File: config.mk
export PLATFORM = sky130hd
export DESIGN_NAME = least_squares_line_fit_top
export DESIGN_NICKNAME = d
export VERILOG_FILES = /design/src/sv/lsf_pkg.sv /design/src/sv/least_squares_line_fit_top.sv /design/src/sv/lsf_alu.sv /design/src/sv/lsf_accum.sv /design/src/sv/lsf_fit.sv
export SDC_FILE = /design/constraint.sdc
export NUM_CORES = 2
export LEC_CHECK = 0
export ABC_AREA = 1
export BUFFER_PORTS_ARGS = -buffer_cell sky130_fd_sc_hd__clkbuf_2
export CAP_MARGIN = 0
export CORE_MARGIN = 3
export CORE_UTILIZATION = 40
export DETAILED_ROUTE_END_ITERATION = 10
export HOLD_SLACK_MARGIN = 0.15
export PLACE_DENSITY = 0.53
export SLEW_MARGIN = 15
export SYNTH_ARGS = -nofsm -noshare
export SYNTH_HDL_FRONTEND = slang
export SYNTH_SLANG_ARGS = --single-unit
File: constraint.sdc
create_clock -name clk -period 26.4 [get_ports clk]
set_input_delay 3.96 -clock clk [delete_from_list [all_inputs] [get_ports clk]]
set_output_delay 3.96 -clock clk [all_outputs]
set_load 0.02 [all_outputs]
File: src/sv/lsf_pkg.sv
`timescale 1ns / 1ps

package lsf_pkg;

	// fixed field widths
	localparam int COORD_W = 16;
	localparam int FRAC_W = 16;
	localparam int OUT_W = 48;

	// status codes
	localparam logic [1:0] ST_OK = 2'd0;
	localparam logic [1:0] ST_FEW = 2'd1;
	localparam logic [1:0] ST_ZERO = 2'd2;
	localparam logic [1:0] ST_DROP = 2'd3;

	// one fit result
	typedef struct packed {
		logic [OUT_W-1:0] slope;
		logic [OUT_W-1:0] offset;
		logic [1:0] status;
	} fit_res_t;

endpackage

File: src/sv/least_squares_line_fit_top.sv
`timescale 1ns / 1ps
// points are taken one per cycle while no fit is running
// a point flagged last starts the fit: six serial multiplies and two
// restoring divisions on one shared wide adder; a set of fewer than two
// points skips them
// asynchronous active-low reset clears all sums, the mode register and the sequencer

module least_squares_line_fit_top #(
	parameter int MAX_POINTS = 4096
) (
	input logic clk,
	input logic arst_n,
	input logic cfg_valid,
	output logic cfg_ready,
	input logic cfg_data,
	input logic in_valid,
	output logic in_stall,
	input logic signed [lsf_pkg::COORD_W-1:0] x_coord,
	input logic signed [lsf_pkg::COORD_W-1:0] y_coord,
	input logic last,
	output logic out_valid,
	input logic out_stall,
	output logic signed [lsf_pkg::OUT_W-1:0] slope_term,
	output logic signed [lsf_pkg::OUT_W-1:0] offset_term,
	output logic [1:0] status
);
	import lsf_pkg::*;

	localparam int CNT_W = $clog2(MAX_POINTS+1);
	localparam int SUM_W = COORD_W + CNT_W;
	localparam int PROD_W = 2*COORD_W + CNT_W;

	logic mode_q;
	logic take, idle, clear, dropped;
	logic [CNT_W-1:0] count;
	logic signed [SUM_W-1:0] sum_x, sum_y;
	logic signed [PROD_W-1:0] sum_xy;
	logic [PROD_W-1:0] sum_square;
	fit_res_t res;

	// mode register
	assign cfg_ready = 1'b1;
	always_ff @(posedge clk or negedge arst_n) begin
		if (!arst_n) begin
			mode_q <= 1'b0;
		end else if (cfg_valid && cfg_ready) begin
			mode_q <= cfg_data;
		end
	end

	// input transaction
	assign in_stall = !idle;
	assign take = in_valid && !in_stall;

	lsf_accum #(.MAX_POINTS(MAX_POINTS)) u_accum (
		.clk(clk),
		.arst_n(arst_n),
		.take(take),
		.clear(clear),
		.fit_mode(mode_q),
		.x_coord(x_coord),
		.y_coord(y_coord),
		.count(count),
		.sum_x(sum_x),
		.sum_y(sum_y),
		.sum_xy(sum_xy),
		.sum_square(sum_square),
		.dropped(dropped)
	);

	lsf_fit #(.MAX_POINTS(MAX_POINTS)) u_fit (
		.clk(clk),
		.arst_n(arst_n),
		.start(take && last),
		.fit_mode(mode_q),
		.count(count),
		.sum_x(sum_x),
		.sum_y(sum_y),
		.sum_xy(sum_xy),
		.sum_square(sum_square),
		.dropped(dropped),
		.idle(idle),
		.clear(clear),
		.out_valid(out_valid),
		.out_stall(out_stall),
		.res(res)
	);

	assign slope_term = res.slope;
	assign offset_term = res.offset;
	assign status = res.status;

endmodule

File: src/sv/lsf_alu.sv
`timescale 1ns / 1ps

module lsf_alu #(
	parameter int WIDTH = 92
) (
	input logic [WIDTH-1:0] a,
	input logic [WIDTH-1:0] b,
	input logic sub,
	output logic [WIDTH-1:0] res,
	output logic borrow
);
	logic [WIDTH:0] full;

	// shared wide add / subtract, top bit is the borrow on subtract
	always_comb begin
		if (sub) begin
			full = {1'b0, a} - {1'b0, b};
		end else begin
			full = {1'b0, a} + {1'b0, b};
		end
	end

	assign res = full[WIDTH-1:0];
	assign borrow = full[WIDTH];

endmodule

File: src/sv/lsf_accum.sv
`timescale 1ns / 1ps

module lsf_accum #(
	parameter int MAX_POINTS = 4096
) (
	input logic clk,
	input logic arst_n,
	input logic take,
	input logic clear,
	input logic fit_mode,
	input logic signed [lsf_pkg::COORD_W-1:0] x_coord,
	input logic signed [lsf_pkg::COORD_W-1:0] y_coord,
	output logic [$clog2(MAX_POINTS+1)-1:0] count,
	output logic signed [lsf_pkg::COORD_W+$clog2(MAX_POINTS+1)-1:0] sum_x,
	output logic signed [lsf_pkg::COORD_W+$clog2(MAX_POINTS+1)-1:0] sum_y,
	output logic signed [2*lsf_pkg::COORD_W+$clog2(MAX_POINTS+1)-1:0] sum_xy,
	output logic [2*lsf_pkg::COORD_W+$clog2(MAX_POINTS+1)-1:0] sum_square,
	output logic dropped
);
	import lsf_pkg::*;

	localparam int CNT_W = $clog2(MAX_POINTS+1);
	localparam int SUM_W = COORD_W + CNT_W;
	localparam int PROD_W = 2*COORD_W + CNT_W;

	logic [CNT_W-1:0] count_q;
	logic signed [SUM_W-1:0] sum_x_q, sum_y_q;
	logic signed [PROD_W-1:0] sum_xy_q;
	logic [PROD_W-1:0] sum_sq_q;
	logic dropped_q;
	logic signed [2*COORD_W-1:0] xy_prod, uu_prod;
	logic signed [COORD_W-1:0] u_coord;
	logic room;

	// per point products
	assign u_coord = fit_mode ? y_coord : x_coord;
	assign xy_prod = x_coord * y_coord;
	assign uu_prod = u_coord * u_coord;
	assign room = count_q < CNT_W'(MAX_POINTS);

	// running sums, cleared once the fit is delivered
	always_ff @(posedge clk or negedge arst_n) begin
		if (!arst_n) begin
			count_q <= '0;
			sum_x_q <= '0;
			sum_y_q <= '0;
			sum_xy_q <= '0;
			sum_sq_q <= '0;
			dropped_q <= 1'b0;
		end else if (clear) begin
			count_q <= '0;
			sum_x_q <= '0;
			sum_y_q <= '0;
			sum_xy_q <= '0;
			sum_sq_q <= '0;
			dropped_q <= 1'b0;
		end else if (take) begin
			if (room) begin
				count_q <= count_q + CNT_W'(1);
				sum_x_q <= sum_x_q + SUM_W'(x_coord);
				sum_y_q <= sum_y_q + SUM_W'(y_coord);
				sum_xy_q <= sum_xy_q + PROD_W'(xy_prod);
				sum_sq_q <= sum_sq_q + PROD_W'(unsigned'(uu_prod));
			end else begin
				dropped_q <= 1'b1;
			end
		end
	end

	assign count = count_q;
	assign sum_x = sum_x_q;
	assign sum_y = sum_y_q;
	assign sum_xy = sum_xy_q;
	assign sum_square = sum_sq_q;
	assign dropped = dropped_q;

endmodule

File: src/sv/lsf_fit.sv
`timescale 1ns / 1ps

module lsf_fit #(
	parameter int MAX_POINTS = 4096
) (
	input logic clk,
	input logic arst_n,
	input logic start,
	input logic fit_mode,
	input logic [$clog2(MAX_POINTS+1)-1:0] count,
	input logic signed [lsf_pkg::COORD_W+$clog2(MAX_POINTS+1)-1:0] sum_x,
	input logic signed [lsf_pkg::COORD_W+$clog2(MAX_POINTS+1)-1:0] sum_y,
	input logic signed [2*lsf_pkg::COORD_W+$clog2(MAX_POINTS+1)-1:0] sum_xy,
	input logic [2*lsf_pkg::COORD_W+$clog2(MAX_POINTS+1)-1:0] sum_square,
	input logic dropped,
	output logic idle,
	output logic clear,
	output logic out_valid,
	input logic out_stall,
	output lsf_pkg::fit_res_t res
);
	import lsf_pkg::*;

	localparam int CNT_W = $clog2(MAX_POINTS+1);
	localparam int SUM_W = COORD_W + CNT_W;
	localparam int PROD_W = 2*COORD_W + CNT_W;
	localparam int A_W = SUM_W + PROD_W + FRAC_W + 2;
	localparam int STEP_W = $clog2(A_W);
	localparam logic [A_W-1:0] LIM_A = A_W'(1) << (OUT_W-1);
	localparam logic [OUT_W-1:0] OUT_MAX = {1'b0, {(OUT_W-1){1'b1}}};
	localparam logic [OUT_W-1:0] OUT_MIN = {1'b1, {(OUT_W-1){1'b0}}};

	localparam logic [3:0] S_IDLE = 4'd0;
	localparam logic [3:0] S_START = 4'd1;
	localparam logic [3:0] S_MLOAD = 4'd2;
	localparam logic [3:0] S_MUL = 4'd3;
	localparam logic [3:0] S_TERM = 4'd4;
	localparam logic [3:0] S_DNEG = 4'd5;
	localparam logic [3:0] S_NNEG = 4'd6;
	localparam logic [3:0] S_DIV = 4'd7;
	localparam logic [3:0] S_SAT = 4'd8;
	localparam logic [3:0] S_DONE = 4'd9;

	localparam logic [2:0] P_DET_B = 3'd1;
	localparam logic [2:0] P_SLOPE_B = 3'd3;
	localparam logic [2:0] P_OFFS_A = 3'd4;

	logic [3:0] state_q;
	logic [2:0] pidx_q;
	logic [STEP_W-1:0] cnt_q;
	logic [A_W-1:0] acc_q, mcand_q, det_q, rem_q, quo_q;
	logic [SUM_W-1:0] mult_q;
	logic msub_q, det_neg_q, num_neg_q;
	logic [OUT_W-1:0] slope_q, offset_q;
	logic [1:0] status_q;

	logic signed [SUM_W-1:0] su, sv, mult_sel;
	logic [A_W-1:0] mcand_sel, alu_a, alu_b, alu_res, div_sh, num_mag;
	logic sub_sel, mult_neg, alu_sub, alu_borrow;
	logic [OUT_W-1:0] sat_val;

	// fitted-along and other coordinate sums
	assign su = fit_mode ? sum_y : sum_x;
	assign sv = fit_mode ? sum_x : sum_y;

	// operands of each partial term: det, slope numerator, offset numerator
	always_comb begin
		unique case (pidx_q)
			3'd0: begin
				mult_sel = SUM_W'(count);
				mcand_sel = A_W'(sum_square);
				sub_sel = 1'b0;
			end
			3'd1: begin
				mult_sel = su;
				mcand_sel = A_W'(su);
				sub_sel = 1'b1;
			end
			3'd2: begin
				mult_sel = su;
				mcand_sel = A_W'(sv);
				sub_sel = 1'b0;
			end
			3'd3: begin
				mult_sel = SUM_W'(count);
				mcand_sel = A_W'(sum_xy);
				sub_sel = 1'b1;
			end
			3'd4: begin
				mult_sel = su;
				mcand_sel = A_W'(sum_xy);
				sub_sel = 1'b0;
			end
			3'd5: begin
				mult_sel = sv;
				mcand_sel = A_W'(sum_square);
				sub_sel = 1'b1;
			end
			default: begin
				mult_sel = '0;
				mcand_sel = '0;
				sub_sel = 1'b0;
			end
		endcase
	end
	assign mult_neg = mult_sel[SUM_W-1];

	// shared adder input selection
	assign div_sh = {rem_q[A_W-2:0], quo_q[A_W-1]};
	always_comb begin
		unique case (state_q)
			S_MUL: begin
				alu_a = acc_q;
				alu_b = mcand_q;
				alu_sub = msub_q;
			end
			S_DNEG: begin
				alu_a = '0;
				alu_b = det_q;
				alu_sub = 1'b1;
			end
			S_NNEG: begin
				alu_a = '0;
				alu_b = acc_q;
				alu_sub = 1'b1;
			end
			S_DIV: begin
				alu_a = div_sh;
				alu_b = det_q;
				alu_sub = 1'b1;
			end
			default: begin
				alu_a = acc_q;
				alu_b = mcand_q;
				alu_sub = 1'b0;
			end
		endcase
	end

	lsf_alu #(.WIDTH(A_W)) u_alu (
		.a(alu_a),
		.b(alu_b),
		.sub(alu_sub),
		.res(alu_res),
		.borrow(alu_borrow)
	);

	assign num_mag = num_neg_q ? alu_res : acc_q;

	// quotient saturation to the output range
	always_comb begin
		if (num_neg_q ^ det_neg_q) begin
			sat_val = (quo_q > LIM_A) ? OUT_MIN : (~quo_q[OUT_W-1:0] + OUT_W'(1));
		end else begin
			sat_val = (quo_q > (LIM_A - A_W'(1))) ? OUT_MAX : quo_q[OUT_W-1:0];
		end
	end

	// control sequencer
	always_ff @(posedge clk or negedge arst_n) begin
		if (!arst_n) begin
			state_q <= S_IDLE;
			pidx_q <= '0;
			cnt_q <= '0;
			msub_q <= 1'b0;
			det_neg_q <= 1'b0;
			num_neg_q <= 1'b0;
			status_q <= ST_OK;
		end else begin
			unique case (state_q)
				S_IDLE: begin
					if (start) begin
						state_q <= S_START;
					end
				end
				S_START: begin
					pidx_q <= '0;
					if (count < CNT_W'(2)) begin
						status_q <= ST_FEW;
						state_q <= S_DONE;
					end else begin
						state_q <= S_MLOAD;
					end
				end
				S_MLOAD: begin
					msub_q <= sub_sel ^ mult_neg;
					cnt_q <= '0;
					state_q <= S_MUL;
				end
				S_MUL: begin
					cnt_q <= cnt_q + STEP_W'(1);
					if (cnt_q == STEP_W'(SUM_W-1)) begin
						if (pidx_q[0]) begin
							state_q <= S_TERM;
						end else begin
							pidx_q <= pidx_q + 3'd1;
							state_q <= S_MLOAD;
						end
					end
				end
				S_TERM: begin
					if (pidx_q == P_DET_B) begin
						det_neg_q <= acc_q[A_W-1];
						if (acc_q == '0) begin
							status_q <= ST_ZERO;
							state_q <= S_DONE;
						end else begin
							state_q <= S_DNEG;
						end
					end else begin
						num_neg_q <= acc_q[A_W-1];
						state_q <= S_NNEG;
					end
				end
				S_DNEG: begin
					pidx_q <= 3'd2;
					state_q <= S_MLOAD;
				end
				S_NNEG: begin
					cnt_q <= '0;
					state_q <= S_DIV;
				end
				S_DIV: begin
					cnt_q <= cnt_q + STEP_W'(1);
					if (cnt_q == STEP_W'(A_W-1)) begin
						state_q <= S_SAT;
					end
				end
				S_SAT: begin
					if (pidx_q == P_SLOPE_B) begin
						pidx_q <= P_OFFS_A;
						state_q <= S_MLOAD;
					end else begin
						status_q <= dropped ? ST_DROP : ST_OK;
						state_q <= S_DONE;
					end
				end
				S_DONE: begin
					if (!out_stall) begin
						state_q <= S_IDLE;
					end
				end
				default: begin
					state_q <= S_IDLE;
				end
			endcase
		end
	end

	// datapath registers
	always_ff @(posedge clk) begin
		unique case (state_q)
			S_START: begin
				slope_q <= '0;
				offset_q <= '0;
			end
			S_MLOAD: begin
				mult_q <= mult_neg ? (~mult_sel + SUM_W'(1)) : mult_sel;
				mcand_q <= mcand_sel;
				if (!pidx_q[0]) begin
					acc_q <= '0;
				end
			end
			S_MUL: begin
				if (mult_q[0]) begin
					acc_q <= alu_res;
				end
				mcand_q <= {mcand_q[A_W-2:0], 1'b0};
				mult_q <= {1'b0, mult_q[SUM_W-1:1]};
			end
			S_TERM: begin
				if (pidx_q == P_DET_B) begin
					det_q <= acc_q;
				end
			end
			S_DNEG: begin
				if (det_neg_q) begin
					det_q <= alu_res;
				end
			end
			S_NNEG: begin
				quo_q <= num_mag << FRAC_W;
				rem_q <= '0;
			end
			S_DIV: begin
				rem_q <= alu_borrow ? div_sh : alu_res;
				quo_q <= {quo_q[A_W-2:0], ~alu_borrow};
			end
			S_SAT: begin
				if (pidx_q == P_SLOPE_B) begin
					slope_q <= sat_val;
				end else begin
					offset_q <= sat_val;
				end
			end
			default: begin
			end
		endcase
	end

	assign idle = state_q == S_IDLE;
	assign out_valid = state_q == S_DONE;
	assign clear = out_valid && !out_stall;
	assign res.slope = slope_q;
	assign res.offset = offset_q;
	assign res.status = status_q;

	// checks
	a_start_idle: assert property (@(posedge clk) disable iff (!arst_n)
		start |-> state_q == S_IDLE) else $error("fit started while busy");
	a_div_den: assert property (@(posedge clk) disable iff (!arst_n)
		state_q == S_DIV |-> det_q != '0) else $error("division by zero determinant");
	a_zero_res: assert property (@(posedge clk) disable iff (!arst_n)
		out_valid && (status_q == ST_FEW || status_q == ST_ZERO)
		|-> slope_q == '0 && offset_q == '0) else $error("nonzero terms on failed fit");
	a_clear_idle: assert property (@(posedge clk) disable iff (!arst_n)
		clear |=> state_q == S_IDLE) else $error("not idle after delivery");

endmodule

Word level (Yosys, flattened, before mapping)
Index checks and enable logic that the tools add are counted.

Bits in registers: 766. Output and inout port bits: 101. Logic and storage cells: 184. Input port bits: 39.

Equality and inequality tests: 30. Multiplexer cells: 69. Multipliers: 2. Bitwise logic cells: 6. Reduce and logical (&&, ||, !) cells: 39. $lt $le $gt $ge: 4. $add $sub $neg: 11.

Operator list (count): $pmux W92 S2 (6); $mux W92 (4); $pmux W92 S4 (1); $mux W45 (6); $mux W29 (9); $mux W48 (5); $pmux W48 S2 (2); $pmux W91 S2 (1); $add A92 B92 Y93 (1); $mux W93 (1); $sub A92 B92 Y93 (1); $gt A92 B47 Y1 const B (1); $gt A92 B48 Y1 const B (1); $logic_not A92 Y1 (1); $mux W91 (1); $add A45 B32 Y45 (2); $pmux W29 S3 (1); $mux W76 (1); $mul A16 B16 Y32 (2); $add A29 B16 Y29 (2); $pmux W29 S2 (1); $add A48 B1 Y48 const B (1); $not A48 Y48 (1); $pmux W4 S10 (1); other kinds (43) (108).

Logic depth before layout (Yosys ltp)
Depth after elaboration: 7. Gate-level depth with buffers: 46. Mapped depth without buffers: 41.

By module
Synthesis repeated with hierarchy kept, for this count alone.

Cell total of the unflattened synthesis: 11139. Area, all modules: 80564.8 µm².

By module, submodules not included: lsf_accum (cells each 4765, sequential area each 4053.9 µm², area an instance 35576.6 µm², instances 1); lsf_fit (cells each 3520, sequential area each 18012.3 µm², area an instance 31754.2 µm², instances 1); lsf_alu (cells each 2842, sequential area each 0.0 µm², area an instance 13161.4 µm², instances 1); least_squares_line_fit_top (cells each 12, sequential area each 25.0 µm², area an instance 72.6 µm², instances 1).

Worst setup path after synthesis
No wires, ideal clock.

Kind: input to register. From: input port y_coord[3] (netlist name). To: register u_accum.sum_sq_q[35], in the netlist u_accum.sum_square[35]. Cell stages on the path: 35. Arrival time: 11.510 ns. Required time: 26.281 ns. Library setup time: 0.119 ns. Slack: 14.770 ns. Buffers on the path: 2. Cells stage by stage: clkbuf_1 or2_2 o21ai_0 clkbuf_1 nor2_1 fa_1 inv_1 fa_1 inv_1 fa_1 fa_1 fa_1 inv_1 fa_1 inv_1 ha_1 nand2_1 nor4_1 nand3_1 nand3_1 nand3_1 nand2_1 xor2_1 ha_1 nand2_1 nor2_1 inv_1 nor2_1 inv_1 nor4_1 a21oi_1 o21bai_1 nand3_1 nand2_1 nor2_1.

Longest elaborated chain between the ends: 6.

Ends and longest elaborated chain: from (decl) (line least_squares_line_fit_top.sv:19) `input logic signed [lsf_pkg::COORD_W-1:0] y_coord,`; $mux W16 (line lsf_accum.sv:36) `assign u_coord = fit_mode ? y_coord : x_coord;`; $mul A16 B16 Y32 (line lsf_accum.sv:38) `assign uu_prod = u_coord * u_coord;`; $add A45 B32 Y45 (line lsf_accum.sv:63) `sum_sq_q <= sum_sq_q + PROD_W'(unsigned'(uu_prod));`; $mux W45 (line lsf_accum.sv:58) `if (room) begin`; $mux W45 (line lsf_accum.sv:57) `end else if (take) begin`; $mux W45 (line lsf_accum.sv:50) `end else if (clear) begin`; to (signal assigned) (line lsf_accum.sv:63); to (decl) (line lsf_accum.sv:29) `logic [PROD_W-1:0] sum_sq_q;`.

No other way between the ends. The select of a mux whose other input is x is not followed. A chain may end at the register's enable or synchronous reset.

Worst setup path after layout
From: input port y_coord[15] (netlist name). To: register u_accum.sum_sq_q[35], in the netlist u_accum.sum_square[35].

Same word-level chain as after synthesis.

==> summary.txt <==
Status
  – Status: finished, final reports clean

Route
  – # DRC: 0
  – Final wirelength: 331000 um
  – DRT iter0 DRCs: ~6500
  – DR WL/cell: around 26 um
  – Routed vias/inst: 5.56
  – Routed vias: 72000
  – Antenna viol nets, final: 0
  – Pre-antenna DRT Iters: 10

STA
  – Final Setup Violations: 0
  – Setup TNS: 0 ns
  – Hold Violations, Final: 0
  – Post-layout min period: around 13 ns
  – Period utilization: a little under half
  – Unrepaired setup endpoints after global routing: false
  – Fmax: 79.7 MHz
  – Worst slew pin tran: roughly 1.2 ns
  – Max-slew violations: 0
  – Rel. slew slack: 18.7%
  – Final Skew: approximately 0.080 ns

Synthesis
  – Synthesized flop and latch total: 766
  – EDFF count, synth: just under 600
  – Synth warnings: 0
  – Compound-gate portion of the synthesized area: 13.2%
  – Ys async rst share: 23.8%
  – Synth unique cells: just under 60
  – Synthesized area: about 77000 um^2
  – Seq/Total Area, Yosys: 28.6%
  – Simple-gate share of the synthesized area: 23.6%
  – Main combinational cell family by area after synthesis: simple AND/OR/NAND/NOR gates
  – Cells after Synth: 10400
  – XOR/XNOR share of the synthesized area: 2.62%
  – Syn nets: 11400
  – Area share of fa/ha/maj cells after synthesis: 21.8%
  – Syn Area/Cell: 7.44 um^2
  – Top_reg_cell synth: edfxtp_1
  – Multiplexer share of the synthesized area: 0%

Finish
  – Most common cell after layout, fill and taps aside: nand2_1
  – Share of cells above drive strength 1: between 4 and 5%
  – Layout Nets: around 11000
  – Area growth, synth to finish: 8.42%
  – Most frequent cells in the layout: 2450 x nand2_1, 1663 x inv_1, 1162 x nor2_1

Setup path
  – Slowest cell on the critical path: fa_1
  – WP data arrival: ~13 ns
  – R2r startpoint: u_fit.state_q[3]
  – Max FO, Critical Path: 23
  – Crit Path Class: primary input to flop
  – Crit-path most repeated cell: inv_1
  – Crit. End Element: flop
  – Reg2Reg Depth: 33
  – Critical Path RT: 27.03 ns
  – CP max stage delay: 0.70 ns
  – Setup crit start kind: primary input
  – Reg2Reg Setup Slack: 16.18 ns
  – R2r endpoint: u_fit.rem_q[51]

Die
  – Initial Util: 40.5%
  – Die X: between 400 and 500 um
  – Row Count: 160
  – Full die area: 198000 um^2
  – I/O pins: 140
  – Core ar.: 191000 um^2
  – Die H: 445 um

Place
  – DP HPWL: 267000 um
  – Gpl congestion: 1.04
  – IO Port Bufs: between 100 and 150

Global routing
  – Vias in the first global route: 72600
  – GRT overflow: 0
  – Largest net degree at the start of global routing: 130
  – GRT Overall Usage: 33.0%
  – First-pass GRT wire length: 486000 um
  – Antenna violations before repair: 11

Clocking
  – CTS buffer count: a little over 90
  – Post-CTS setup repair buffer count: 0
  – Hold buffer count at CTS: 0
  – Root buf cell: clkbuf_16
  – Clk sinks: between 700 and 800
  – Clk Latency, worst-skew pair: 0.80 ns
  – PostCTS Resize Cnt: 0
  – H-tree depth: 3
  – Max clock buf depth: 3
  – CTS tree: built
  – Clock slew at reported path FFs: 0.06 ns

Hold path
  – Worst hold path type: flop to flop
  – Hold EP: u_fit.mult_q[25]
  – Startpoint of the worst hold path: u_fit.mult_q[26]
  – Hold path cells: 2

Flow run
  – Max-cap violations: 0
layer usage:
metal  track usage, %  share of wire (%)
met1             42.5                 41
met2             55.7                 47
met3             3.79                5.7
met4             15.3                5.4
met5                0              0.011
through the flow:
| stage | hold WS, ns | instance area, um^2 | std cells | util, % | setup WS [ns] |
|---|---|---|---|---|---|
| finish | 0.508 | 83800 | 13000 | 43.9 | 13.86 |
| global route | 0.538 | 83800 | 13000 | 43.9 | 13.15 |
| detailed placement | 0.506 | 80700 | 12800 | 42.2 | 13.09 |
| global placement | 0.490 | 80700 | 12800 | 42.2 | 13.06 |
| CTS | 0.510 | 83800 | 13000 | 43.9 | 13.86 |
| floorplan | 0.463 | 77300 | 10400 | - | 14.77 |
cells in the mapped netlist (13+ instances only):
library cell | count | area [um^2]
a22oi_1 | 17 | 128
edfxtp_1 | 584 | 17500
ha_1 | 399 | 4990
o21ai_1 | 23 | 115
nand2_1 | 2452 | 9200
nor2_1 | 1170 | 4390
nand3_1 | 477 | 2390
nor4_1 | 55 | 344
xnor2_1 | 118 | 1030
a21o_1 | 19 | 143
o21bai_1 | 31 | 233
buf_2 | 50 | 250
a31oi_1 | 26 | 163
dfrtp_1 | 182 | 4550
a21boi_0 | 13 | 97.6
nor3_1 | 94 | 470
clkinv_1 | 16 | 60.1
or2_2 | 59 | 369
o22ai_1 | 72 | 450
o21a_1 | 19 | 143
o21ai_0 | 929 | 4650
fa_1 | 590 | 11800
a221oi_1 | 37 | 324
o211ai_1 | 60 | 450
xor2_1 | 113 | 990
a21oi_1 | 540 | 2700
nand4_1 | 138 | 863
clkbuf_1 | 279 | 1050
buf_1 | 26 | 97.6
inv_1 | 1669 | 6260
a32o_1 | 17 | 170
buf_4 | 15 | 113
worst max-delay path: cells and delay by family:
family | cells | cell delay (ns)
xor gates and xnor gates | 1 | 0.08
buffers and inverters | 9 | 1.93
adders and majority gates | 8 | 4.24
and+or+nand+nor | 15 | 2.33
AOI/OAI and AO/OA | 3 | 0.55
state kept, by name (all words and copies together), names as in the netlist, 48 cells and up:
name	flops
u_fit.det_q	92
u_fit.mcand_q	92
u_fit.slope_q	48
u_fit.rem_q	91
u_fit.quo_q	92
u_fit.offset_q	48
u_fit.acc_q	92
kinds of logic (layout without fill, tap and decap cells):
logic type / after synthesis / after routing
buffers and inverters: 2061 / 2120
other: 1 / 4
xor gates and xnor gates: 231 / 231
adders and majority gates: 989 / 989
AOI/OAI and AO/OA: 1856 / 1856
DFF: 766 / 766
and+or+nand+nor: 4476 / 4476
final cells by class:
class                           count  area, um^2
Fill cell                       19900      107000
Clock inverter                     55         604
Tap cell                         2511        3140
Clock buffer                      117        2490
Multi-Input combinational cell   7553       47400
Timing Repair Buffer              257        1620
Inverter                         1691        6360
Antenna cell                        3        7.51
Sequential cell                   766       22100
worst max path at each step:
| stage | end | start | slack [ns] |
|---|---|---|---|
| final | u_accum.sum_square[35] | y_coord[15] | 13.86 |
| after global routing | u_accum.sum_square[35] | y_coord[15] | 13.15 |
| after CTS | u_accum.sum_square[35] | y_coord[15] | 13.86 |
| after detailed placement | u_accum.sum_square[35] | y_coord[15] | 13.09 |
| after global placement | u_accum.sum_square[35] | y_coord[15] | 13.06 |
| after floorplan | u_accum.sum_square[35] | y_coord[3] | 14.77 |
Power is left out: the tool's default activity adds up to more than one toggle a clock period on the data nets, which glitch-free logic cannot reach.
